$ cat config.mk
export PLATFORM = sky130hd
export DESIGN_NAME = sts_step
export DESIGN_NICKNAME = d
export VERILOG_FILES = /design/src/sv/sts_pkg.sv /design/src/sv/sts_step.sv
export SDC_FILE = /design/constraint.sdc
export NUM_CORES = 2
export LEC_CHECK = 0
export ABC_CLOCK_PERIOD_IN_PS = 23600
export BUFFER_PORTS_ARGS = -buffer_cell sky130_fd_sc_hd__buf_4
export CAP_MARGIN = 40
export CORE_MARGIN = 5
export CORE_UTILIZATION = 60
export CTS_CLUSTER_DIAMETER = 150
export DETAILED_ROUTE_END_ITERATION = 8
export PLACE_DENSITY = 0.77
export SLEW_MARGIN = 40
export SYNTH_ARGS = -nofsm -noshare
export SYNTH_HDL_FRONTEND = slang
export SYNTH_SLANG_ARGS = --single-unit
$ cat constraint.sdc
create_clock -name clk -period 23.6 [get_ports clk]
set_input_delay 1.18 -clock clk [delete_from_list [all_inputs] [get_ports clk]]
set_output_delay 1.18 -clock clk [all_outputs]
set_load 0.05 [all_outputs]
$ cat src/sv/sts_pkg.sv
`timescale 1ns / 1ps

package sts_pkg;

  localparam int ANGLE_W     = 16;
  localparam int COUNT_W     = 4;
  localparam int OUT_W       = 24;
  localparam int TERM_W      = 34;
  localparam int SUM_W       = 40;
  localparam int RECIP_W     = 28;
  localparam int RECIP_SHIFT = 30;

  localparam int MAX_TERMS_DEF = 12;
  localparam int FRAC_BITS_DEF = 13;

  localparam longint TERM_LIM = 64'sd8589934591;
  localparam longint OUT_MAX  = 64'sd8388607;
  localparam longint OUT_MIN  = -64'sd8388608;

  // 2^30 / ((2k+2)(2k+3)), rounded, for the step from term k to term k+1
  function automatic logic [RECIP_W-1:0] recip(input logic [COUNT_W-1:0] k);
    logic [RECIP_W-1:0] r;
    unique case (k)
      4'd0:    r = 28'd178956971;
      4'd1:    r = 28'd53687091;
      4'd2:    r = 28'd25565282;
      4'd3:    r = 28'd14913081;
      4'd4:    r = 28'd9761289;
      4'd5:    r = 28'd6882960;
      4'd6:    r = 28'd5113056;
      4'd7:    r = 28'd3947580;
      4'd8:    r = 28'd3139596;
      4'd9:    r = 28'd2556528;
      4'd10:   r = 28'd2122019;
      default: r = '0;
    endcase
    return r;
  endfunction

endpackage

$ cat src/sv/sts_step.sv
`timescale 1ns / 1ps

module sts_step #(
  parameter int FRAC_BITS = sts_pkg::FRAC_BITS_DEF,
  parameter int STEP      = 0
) (
  input  logic                               clk,
  input  logic                               rst,
  input  logic                               src_valid,
  output logic                               src_ready,
  input  logic signed [sts_pkg::TERM_W-1:0]  src_term,
  input  logic        [30-FRAC_BITS:0]       src_x2,
  input  logic signed [sts_pkg::SUM_W-1:0]   src_sum,
  input  logic        [sts_pkg::COUNT_W-1:0] src_count,
  output logic                               dst_valid,
  input  logic                               dst_ready,
  output logic signed [sts_pkg::TERM_W-1:0]  dst_term,
  output logic        [30-FRAC_BITS:0]       dst_x2,
  output logic signed [sts_pkg::SUM_W-1:0]   dst_sum,
  output logic        [sts_pkg::COUNT_W-1:0] dst_count
);
  import sts_pkg::*;

  localparam int X2_W = 31 - FRAC_BITS;
  localparam int W1   = TERM_W + X2_W + 1;
  localparam int W2   = TERM_W + RECIP_W + 1;

  localparam logic signed [W1-1:0] HALF1 = W1'(64'd1 << (FRAC_BITS - 1));
  localparam logic signed [W1-1:0] LIM1  = W1'(TERM_LIM);
  localparam logic signed [W2-1:0] HALF2 = W2'(64'd1 << (RECIP_SHIFT - 1));
  localparam logic signed [W2-1:0] LIM2  = W2'(TERM_LIM);
  localparam logic [RECIP_W-1:0]   RECIP_K = recip(COUNT_W'(STEP));

  // four stages: multiply by x^2, round, multiply by reciprocal, round and negate
  logic v1, v2, v3, v4;
  logic r1, r2, r3, r4;

  logic signed [W1-1:0]     s1_prod;
  logic signed [SUM_W-1:0]  s1_sum;
  logic [X2_W-1:0]          s1_x2;
  logic [COUNT_W-1:0]       s1_count;

  logic signed [TERM_W-1:0] s2_p;
  logic signed [SUM_W-1:0]  s2_sum;
  logic [X2_W-1:0]          s2_x2;
  logic [COUNT_W-1:0]       s2_count;

  logic signed [W2-1:0]     s3_prod;
  logic signed [SUM_W-1:0]  s3_sum;
  logic [X2_W-1:0]          s3_x2;
  logic [COUNT_W-1:0]       s3_count;

  logic signed [TERM_W-1:0] s4_term;
  logic signed [SUM_W-1:0]  s4_sum;
  logic [X2_W-1:0]          s4_x2;
  logic [COUNT_W-1:0]       s4_count;

  logic signed [W1-1:0]     prod1_next;
  logic signed [SUM_W-1:0]  sum1_next;
  logic signed [W1-1:0]     adj1, rnd1;
  logic signed [TERM_W-1:0] p_next;
  logic signed [W2-1:0]     prod2_next;
  logic signed [W2-1:0]     adj2, rnd2;
  logic signed [TERM_W-1:0] term_next;

  assign r4 = !v4 || dst_ready;
  assign r3 = !v3 || r4;
  assign r2 = !v2 || r3;
  assign r1 = !v1 || r2;
  assign src_ready = r1;

  always_comb begin
    prod1_next = W1'(src_term) * W1'($signed({1'b0, src_x2}));
    sum1_next  = src_sum + ((COUNT_W'(STEP) < src_count) ? SUM_W'(src_term) : '0);

    // round to nearest, ties away from zero: bias down by one when negative
    adj1 = s1_prod + HALF1 - $signed(W1'(s1_prod[W1-1]));
    rnd1 = adj1 >>> FRAC_BITS;
    if (rnd1 > LIM1) begin
      p_next = TERM_W'(LIM1);
    end else if (rnd1 < -LIM1) begin
      p_next = TERM_W'(-LIM1);
    end else begin
      p_next = TERM_W'(rnd1);
    end

    prod2_next = W2'(s2_p) * W2'($signed({1'b0, RECIP_K}));

    adj2 = s3_prod + HALF2 - $signed(W2'(s3_prod[W2-1]));
    rnd2 = adj2 >>> RECIP_SHIFT;
    if (rnd2 > LIM2) begin
      term_next = TERM_W'(-LIM2);
    end else if (rnd2 < -LIM2) begin
      term_next = TERM_W'(LIM2);
    end else begin
      term_next = TERM_W'(-rnd2);
    end
  end

  always_ff @(posedge clk) begin
    if (rst) begin
      v1 <= 1'b0;
      v2 <= 1'b0;
      v3 <= 1'b0;
      v4 <= 1'b0;
    end else begin
      if (r1) v1 <= src_valid;
      if (r2) v2 <= v1;
      if (r3) v3 <= v2;
      if (r4) v4 <= v3;
    end
  end

  always_ff @(posedge clk) begin
    if (r1) begin
      s1_prod  <= prod1_next;
      s1_sum   <= sum1_next;
      s1_x2    <= src_x2;
      s1_count <= src_count;
    end
    if (r2) begin
      s2_p     <= p_next;
      s2_sum   <= s1_sum;
      s2_x2    <= s1_x2;
      s2_count <= s1_count;
    end
    if (r3) begin
      s3_prod  <= prod2_next;
      s3_sum   <= s2_sum;
      s3_x2    <= s2_x2;
      s3_count <= s2_count;
    end
    if (r4) begin
      s4_term  <= term_next;
      s4_sum   <= s3_sum;
      s4_x2    <= s3_x2;
      s4_count <= s3_count;
    end
  end

  assign dst_valid = v4;
  assign dst_term  = s4_term;
  assign dst_x2    = s4_x2;
  assign dst_sum   = s4_sum;
  assign dst_count = s4_count;

endmodule

# Word level (Yosys, flattened, before mapping)
# Index checks and enable logic that the tools add are counted.
# totals
reg_bits	436
input_bits	100
out_inout_bits	98
elab_cells	48
# classes
n_addsub	6
multipliers	2
magnitude_cmp	5
muxes	3
reduce_logical	10
# op_table
cell	n
two-way mux 34 bit	2
adder 63 x 31 -> 63 bit, second input constant	1
multiplier 34 x 29 -> 63 bit, second input constant	1
subtractor 63 x 2 -> 63 bit	1
adder 53 x 14 -> 53 bit, second input constant	1
multiplier 34 x 19 -> 53 bit	1
subtractor 53 x 2 -> 53 bit	1
adder 40 bit	1
greater-than comparator 40 x 34 -> 1 bit, second input constant	1
less-than comparator 40 x 34 -> 1 bit, second input constant	1
two-way mux 40 bit	1
greater-than comparator 33 x 34 -> 1 bit, second input constant	1
less-than comparator 33 x 34 -> 1 bit, second input constant	1
negator 33 -> 34 bit	1
logical NOT 1 bit	4
logical OR 1 bit	4
less-than comparator 1 x 4 -> 1 bit, first input constant	1
OR reduction 2 bit	2

# Longest topological paths before layout
# logic_depth
word_depth	5
depth_mapped	29
ltp_nobuf	29

# Least setup slack after synthesis
# No wires, ideal clock.
# synth_timing
path_kind	register to register
start	reg s2_p[33]
end	reg s3_prod[61] (data pin)
setup_ns	0.264
arrival_ns	8.606
required_time_ns	23.336
slack_ns	14.730
stages_incl_launch_ff	23
n_path_buf	0
period_less_slack_ns	8.870
cell_sequence	edfxtp_1 -> inv_1 -> fa_1 -> inv_1 -> fa_1 -> fa_1 -> fa_1 -> inv_1 -> fa_1 -> inv_1 -> ha_1 -> a21o_1 -> a21o_1 -> a21oi_1 -> o221ai_1 -> a21o_1 -> a221oi_1 -> o311a_1 -> nor2_1 -> a311o_1 -> a31o_2 -> a221oi_1 -> xnor2_1
# synth_between
elab_chain_cells	1
# synth_lines
item	line	rtl
start, declared	sts_step.sv:43	logic signed [TERM_W-1:0] s2_p;
start signal, assigned	sts_step.sv:122	s2_p <= p_next;
multiplier 34 x 29 -> 63 bit	sts_step.sv:87	prod2_next = W2'(s2_p) * W2'($signed({1'b0, RECIP_K}));
net prod2_next[61]	sts_step.sv:62	logic signed [W2-1:0] prod2_next;
end signal, assigned	sts_step.sv:128	s3_prod <= prod2_next;
end, declared	sts_step.sv:48	logic signed [W2-1:0] s3_prod;
# The timed path passes the listed nets, and every way through them passes these cells.
# A chain may end at the register's enable or synchronous reset.

# Final worst setup path
# layout_timing
start	reg s2_p[9]
end	reg s3_prod[61] (data pin)
# The elaborated chain is that of the path after synthesis.

==> impl_metrics.yaml <==
synth:
  synth.avg_cell_area_um2: 9.908
  synth_edf_count: 432
  synth_cell_types: 112
  netlist_instances: 6349
  synth_seq_cells: 436
  syn_nets: 8080
  yosysWarnings: 0
  ys_seq_area_frac: 0.2075
  synth_area_um2: 62910
  ys_dominant_reg_cell: "edfxtp_1"
  ys_async_sr_fraction: 0
clock_tree:
  cts.sinks: 436
  htree_levels: 2
  cts_buffer_depth: 3
  cts-resized-gates: 0
  cts-root-buf: "clkbuf_16"
  cts_tree: "done"
  holdBufCountCts: 0
  numCtsBuffers: 48
  clock_latency_ps: 640
  clk_pin_slew_ps: 60
  post_cts_buffers: 0
sta:
  timing.fmax_ghz: 0.1226
  hold_viol: 0
  fin_crit_sh: 0.3456
  rsz0062_at_grt: "false"
  final-setup-viol-count: 0
  period_minus_slack_ps: 8157
  skew_ps: 53.54
  worst_pin_slew_ps: 866.3
  tns_ps: 0
  slew_headroom: 0.4164
  slew_violations: 0
min_path:
  hp-class: "reg -> reg"
  hold_depth: 0
  holdPathEnd: "dst_x2[1]"
  hold_start: "s3_x2[1]"
placement:
  port_buffers: 197
  placedCellCount: 7761
  hpwl_um: 134200
  place_congestion: 0.9983
  place_area_um2: 65550
drt:
  post_drt_wl_per_cell_um: 20.53
  initialDrtViolationCount: 2928
  drtPass1Iterations: 5
  drt-total-wl_um: 161200
  antenna_left: 0
  drcViolationCount: 0
  num_vias: 44400
  routed_via_density: 5.655
grt:
  use_met2: 0.5065
  grt_use_total: 0.2945
  grt-busiest-layer: "met2"
  grt_pass1_vias: 47980
  grt-ovfl-total: 0
  antenna_found_initial: 5
  grt_use_met3: 0.04691
  grt_start_max_net_pins: 79
  met1_usage: 0.3602
  grt_pass1_wl_um: 258200
critical_path:
  worstRegToRegCells: 25
  endpoint_kind: "register"
  worstPathMaxFanout: 9
  path_class: "reg -> reg"
  reg2reg_from: "s2_p[9]"
  required_ps: 23960
  cp-start-kind: "register"
  worst_ep_arrival_time_ps: 8520
  r2r_slack_ps: 15440
  r2r-end: "s3_prod[61]"
floorplanning:
  die_y_um: 333.8
  die_w_um: 333.8
  core_area_um2: 103800
  fp-row-count: 118
  io_pins: 198
  initial_core_util: 0.6061
  fp.dieArea_um2: 111400
final_layout:
  drive_gt1_frac: 0.05734
  finalInstanceArea_um2: 67250
  fin_cells: 7851
  num-nets-final: 8162
  fillers: 8200
  syn_to_final_growth_pct: 6.898
flow_run:
  max_cap_violations: 0
status:
  outcome: "complete, no violations"
[critical path: stages (launching register included)]
cell      delay, ps
edfxtp_1        600
ha_1            470
inv_1            70
fa_1            480
fa_1            530
inv_1            70
fa_1            560
fa_1            430
fa_1            480
fa_1            530
inv_1            70
fa_1            490
inv_1            40
ha_1            350
a21o_1          190
a21o_1          170
a21oi_1         180
o31ai_1         130
a211o_1         280
a31oi_1         460
o311a_1         260
nor2_1           70
a311o_1         320
a31o_2          250
a221oi_1        320
xnor2_1         110
[layout by cell type (no fill, tap or decap), drive strengths merged, types with 169 or more instances in the layout]
| cell type | netlist | final |
|---|---|---|
| fa | 1031 | 1031 |
| inv | 1561 | 1566 |
| ha | 600 | 600 |
| a21o | 169 | 169 |
| and2 | 255 | 255 |
| a21oi | 265 | 265 |
| buf | 10 | 210 |
| nand2 | 566 | 566 |
| nor2 | 215 | 215 |
| edfxtp | 432 | 432 |
[stage by stage]
step / worst slack [ps] / utilization / hold WS [ps]
final: 15440 / 0.6479 / 386.6
after global placement: 15320 / 0.6313 / 400.3
after global routing: 15110 / 0.6479 / 396.8
after floorplan: 14730 / - / 400.3
after detailed placement: 15150 / 0.6315 / 404.5
after CTS: 15510 / 0.6478 / 383.1
[registers in the layout, indices dropped and copies added, names as in the netlist]
| register | flops |
|---|---|
| s3_count | 4 |
| dst_term | 34 |
| s1_count | 4 |
| s2_p | 34 |
| dst_valid | 1 |
| s1_prod | 53 |
| s3_x2 | 18 |
| dst_x2 | 18 |
| s2_x2 | 18 |
| s3_prod | 63 |
| s3_sum | 40 |
| v2 | 1 |
| dst_sum | 40 |
| s1_x2 | 18 |
| s1_sum | 40 |
| s2_count | 4 |
| v3 | 1 |
| s2_sum | 40 |
| dst_count | 4 |
| v1 | 1 |
[worst max-delay path by stage]
| stage | start | endpoint | slack, ps | cells after the start |
|---|---|---|---|---|
| after CTS | s2_p[9] | s3_prod[61] | 15510 | 25 |
| final | s2_p[9] | s3_prod[61] | 15440 | 25 |
| after detailed placement | src_x2[3] | s1_prod[52] | 15150 | 25 |
| after global routing | s2_p[9] | s3_prod[61] | 15110 | 25 |
| after floorplan | s2_p[33] | s3_prod[61] | 14730 | 22 |
| after global placement | src_x2[5] | s1_prod[52] | 15320 | 24 |
[layout make-up]
type | count | area, um2 | share of cell area
antenna | 1 | 2.502 | 0.00003721
sequential | 436 | 13050 | 0.1941
tap | 1380 | 1727 | 0.02568
inverter | 1561 | 5864 | 0.08721
multi-input combinational | 4174 | 43320 | 0.6442
clock buffer | 65 | 1295 | 0.01926
clock inverter | 24 | 396.6 | 0.005898
timing repair buffer | 210 | 1588 | 0.02361
[layer usage]
layer | vias to the layer above | share of wire
met5 | - | 0
met4 | 0 | 0.065
met3 | 487 | 0.068
met2 | 1660 | 0.49
met1 | 22070 | 0.38
li1 | 20180 | -
[Yosys cell counts, types with 8 or more instances]
cell type	count	area share
nor2_2	10	0.00099
a211oi_1	25	0.0030
xor2_1	91	0.013
nand3_1	79	0.0063
ha_1	600	0.12
a31oi_1	29	0.0029
nand2b_1	28	0.0028
or3_1	13	0.0013
o2111ai_1	11	0.0015
and3_1	44	0.0044
clkbuf_1	162	0.0097
nand4_1	33	0.0033
nor4_1	14	0.0014
a311oi_1	8	0.0011
o21ai_0	122	0.0097
fa_1	1031	0.33
edfxtp_1	432	0.21
o31a_1	9	0.0013
nand2_1	566	0.034
o21a_1	34	0.0041
a21oi_1	261	0.021
a21o_1	169	0.020
a221oi_1	8	0.0011
nor2_1	205	0.012
a211o_1	15	0.0021
nor3_1	35	0.0028
o211ai_1	19	0.0023
or2_2	10	0.00099
nor2b_1	59	0.0059
o31ai_1	17	0.0020
o21ai_1	9	0.00072
and2_1	254	0.025
o21bai_1	38	0.0045
xnor2_1	157	0.022
inv_1	1561	0.093
[kinds of logic (layout without fill, tap and decap cells)]
family / count (synthesis) / count (layout) / synth area share
buf+inv: 1739 / 1860 / 0.1047
flops: 436 / 436 / 0.2075
mux: 6 / 6 / 0.0009746
fa+ha+maj: 1631 / 1631 / 0.4474
xor+xnor: 249 / 249 / 0.03479
simple gates: 1416 / 1416 / 0.1116
other cells: 0 / 1 / 0
compound gates: 872 / 872 / 0.09304
Power is not shown: default switching activity piles up to over one toggle a cycle in this logic, so the estimate is an artifact.
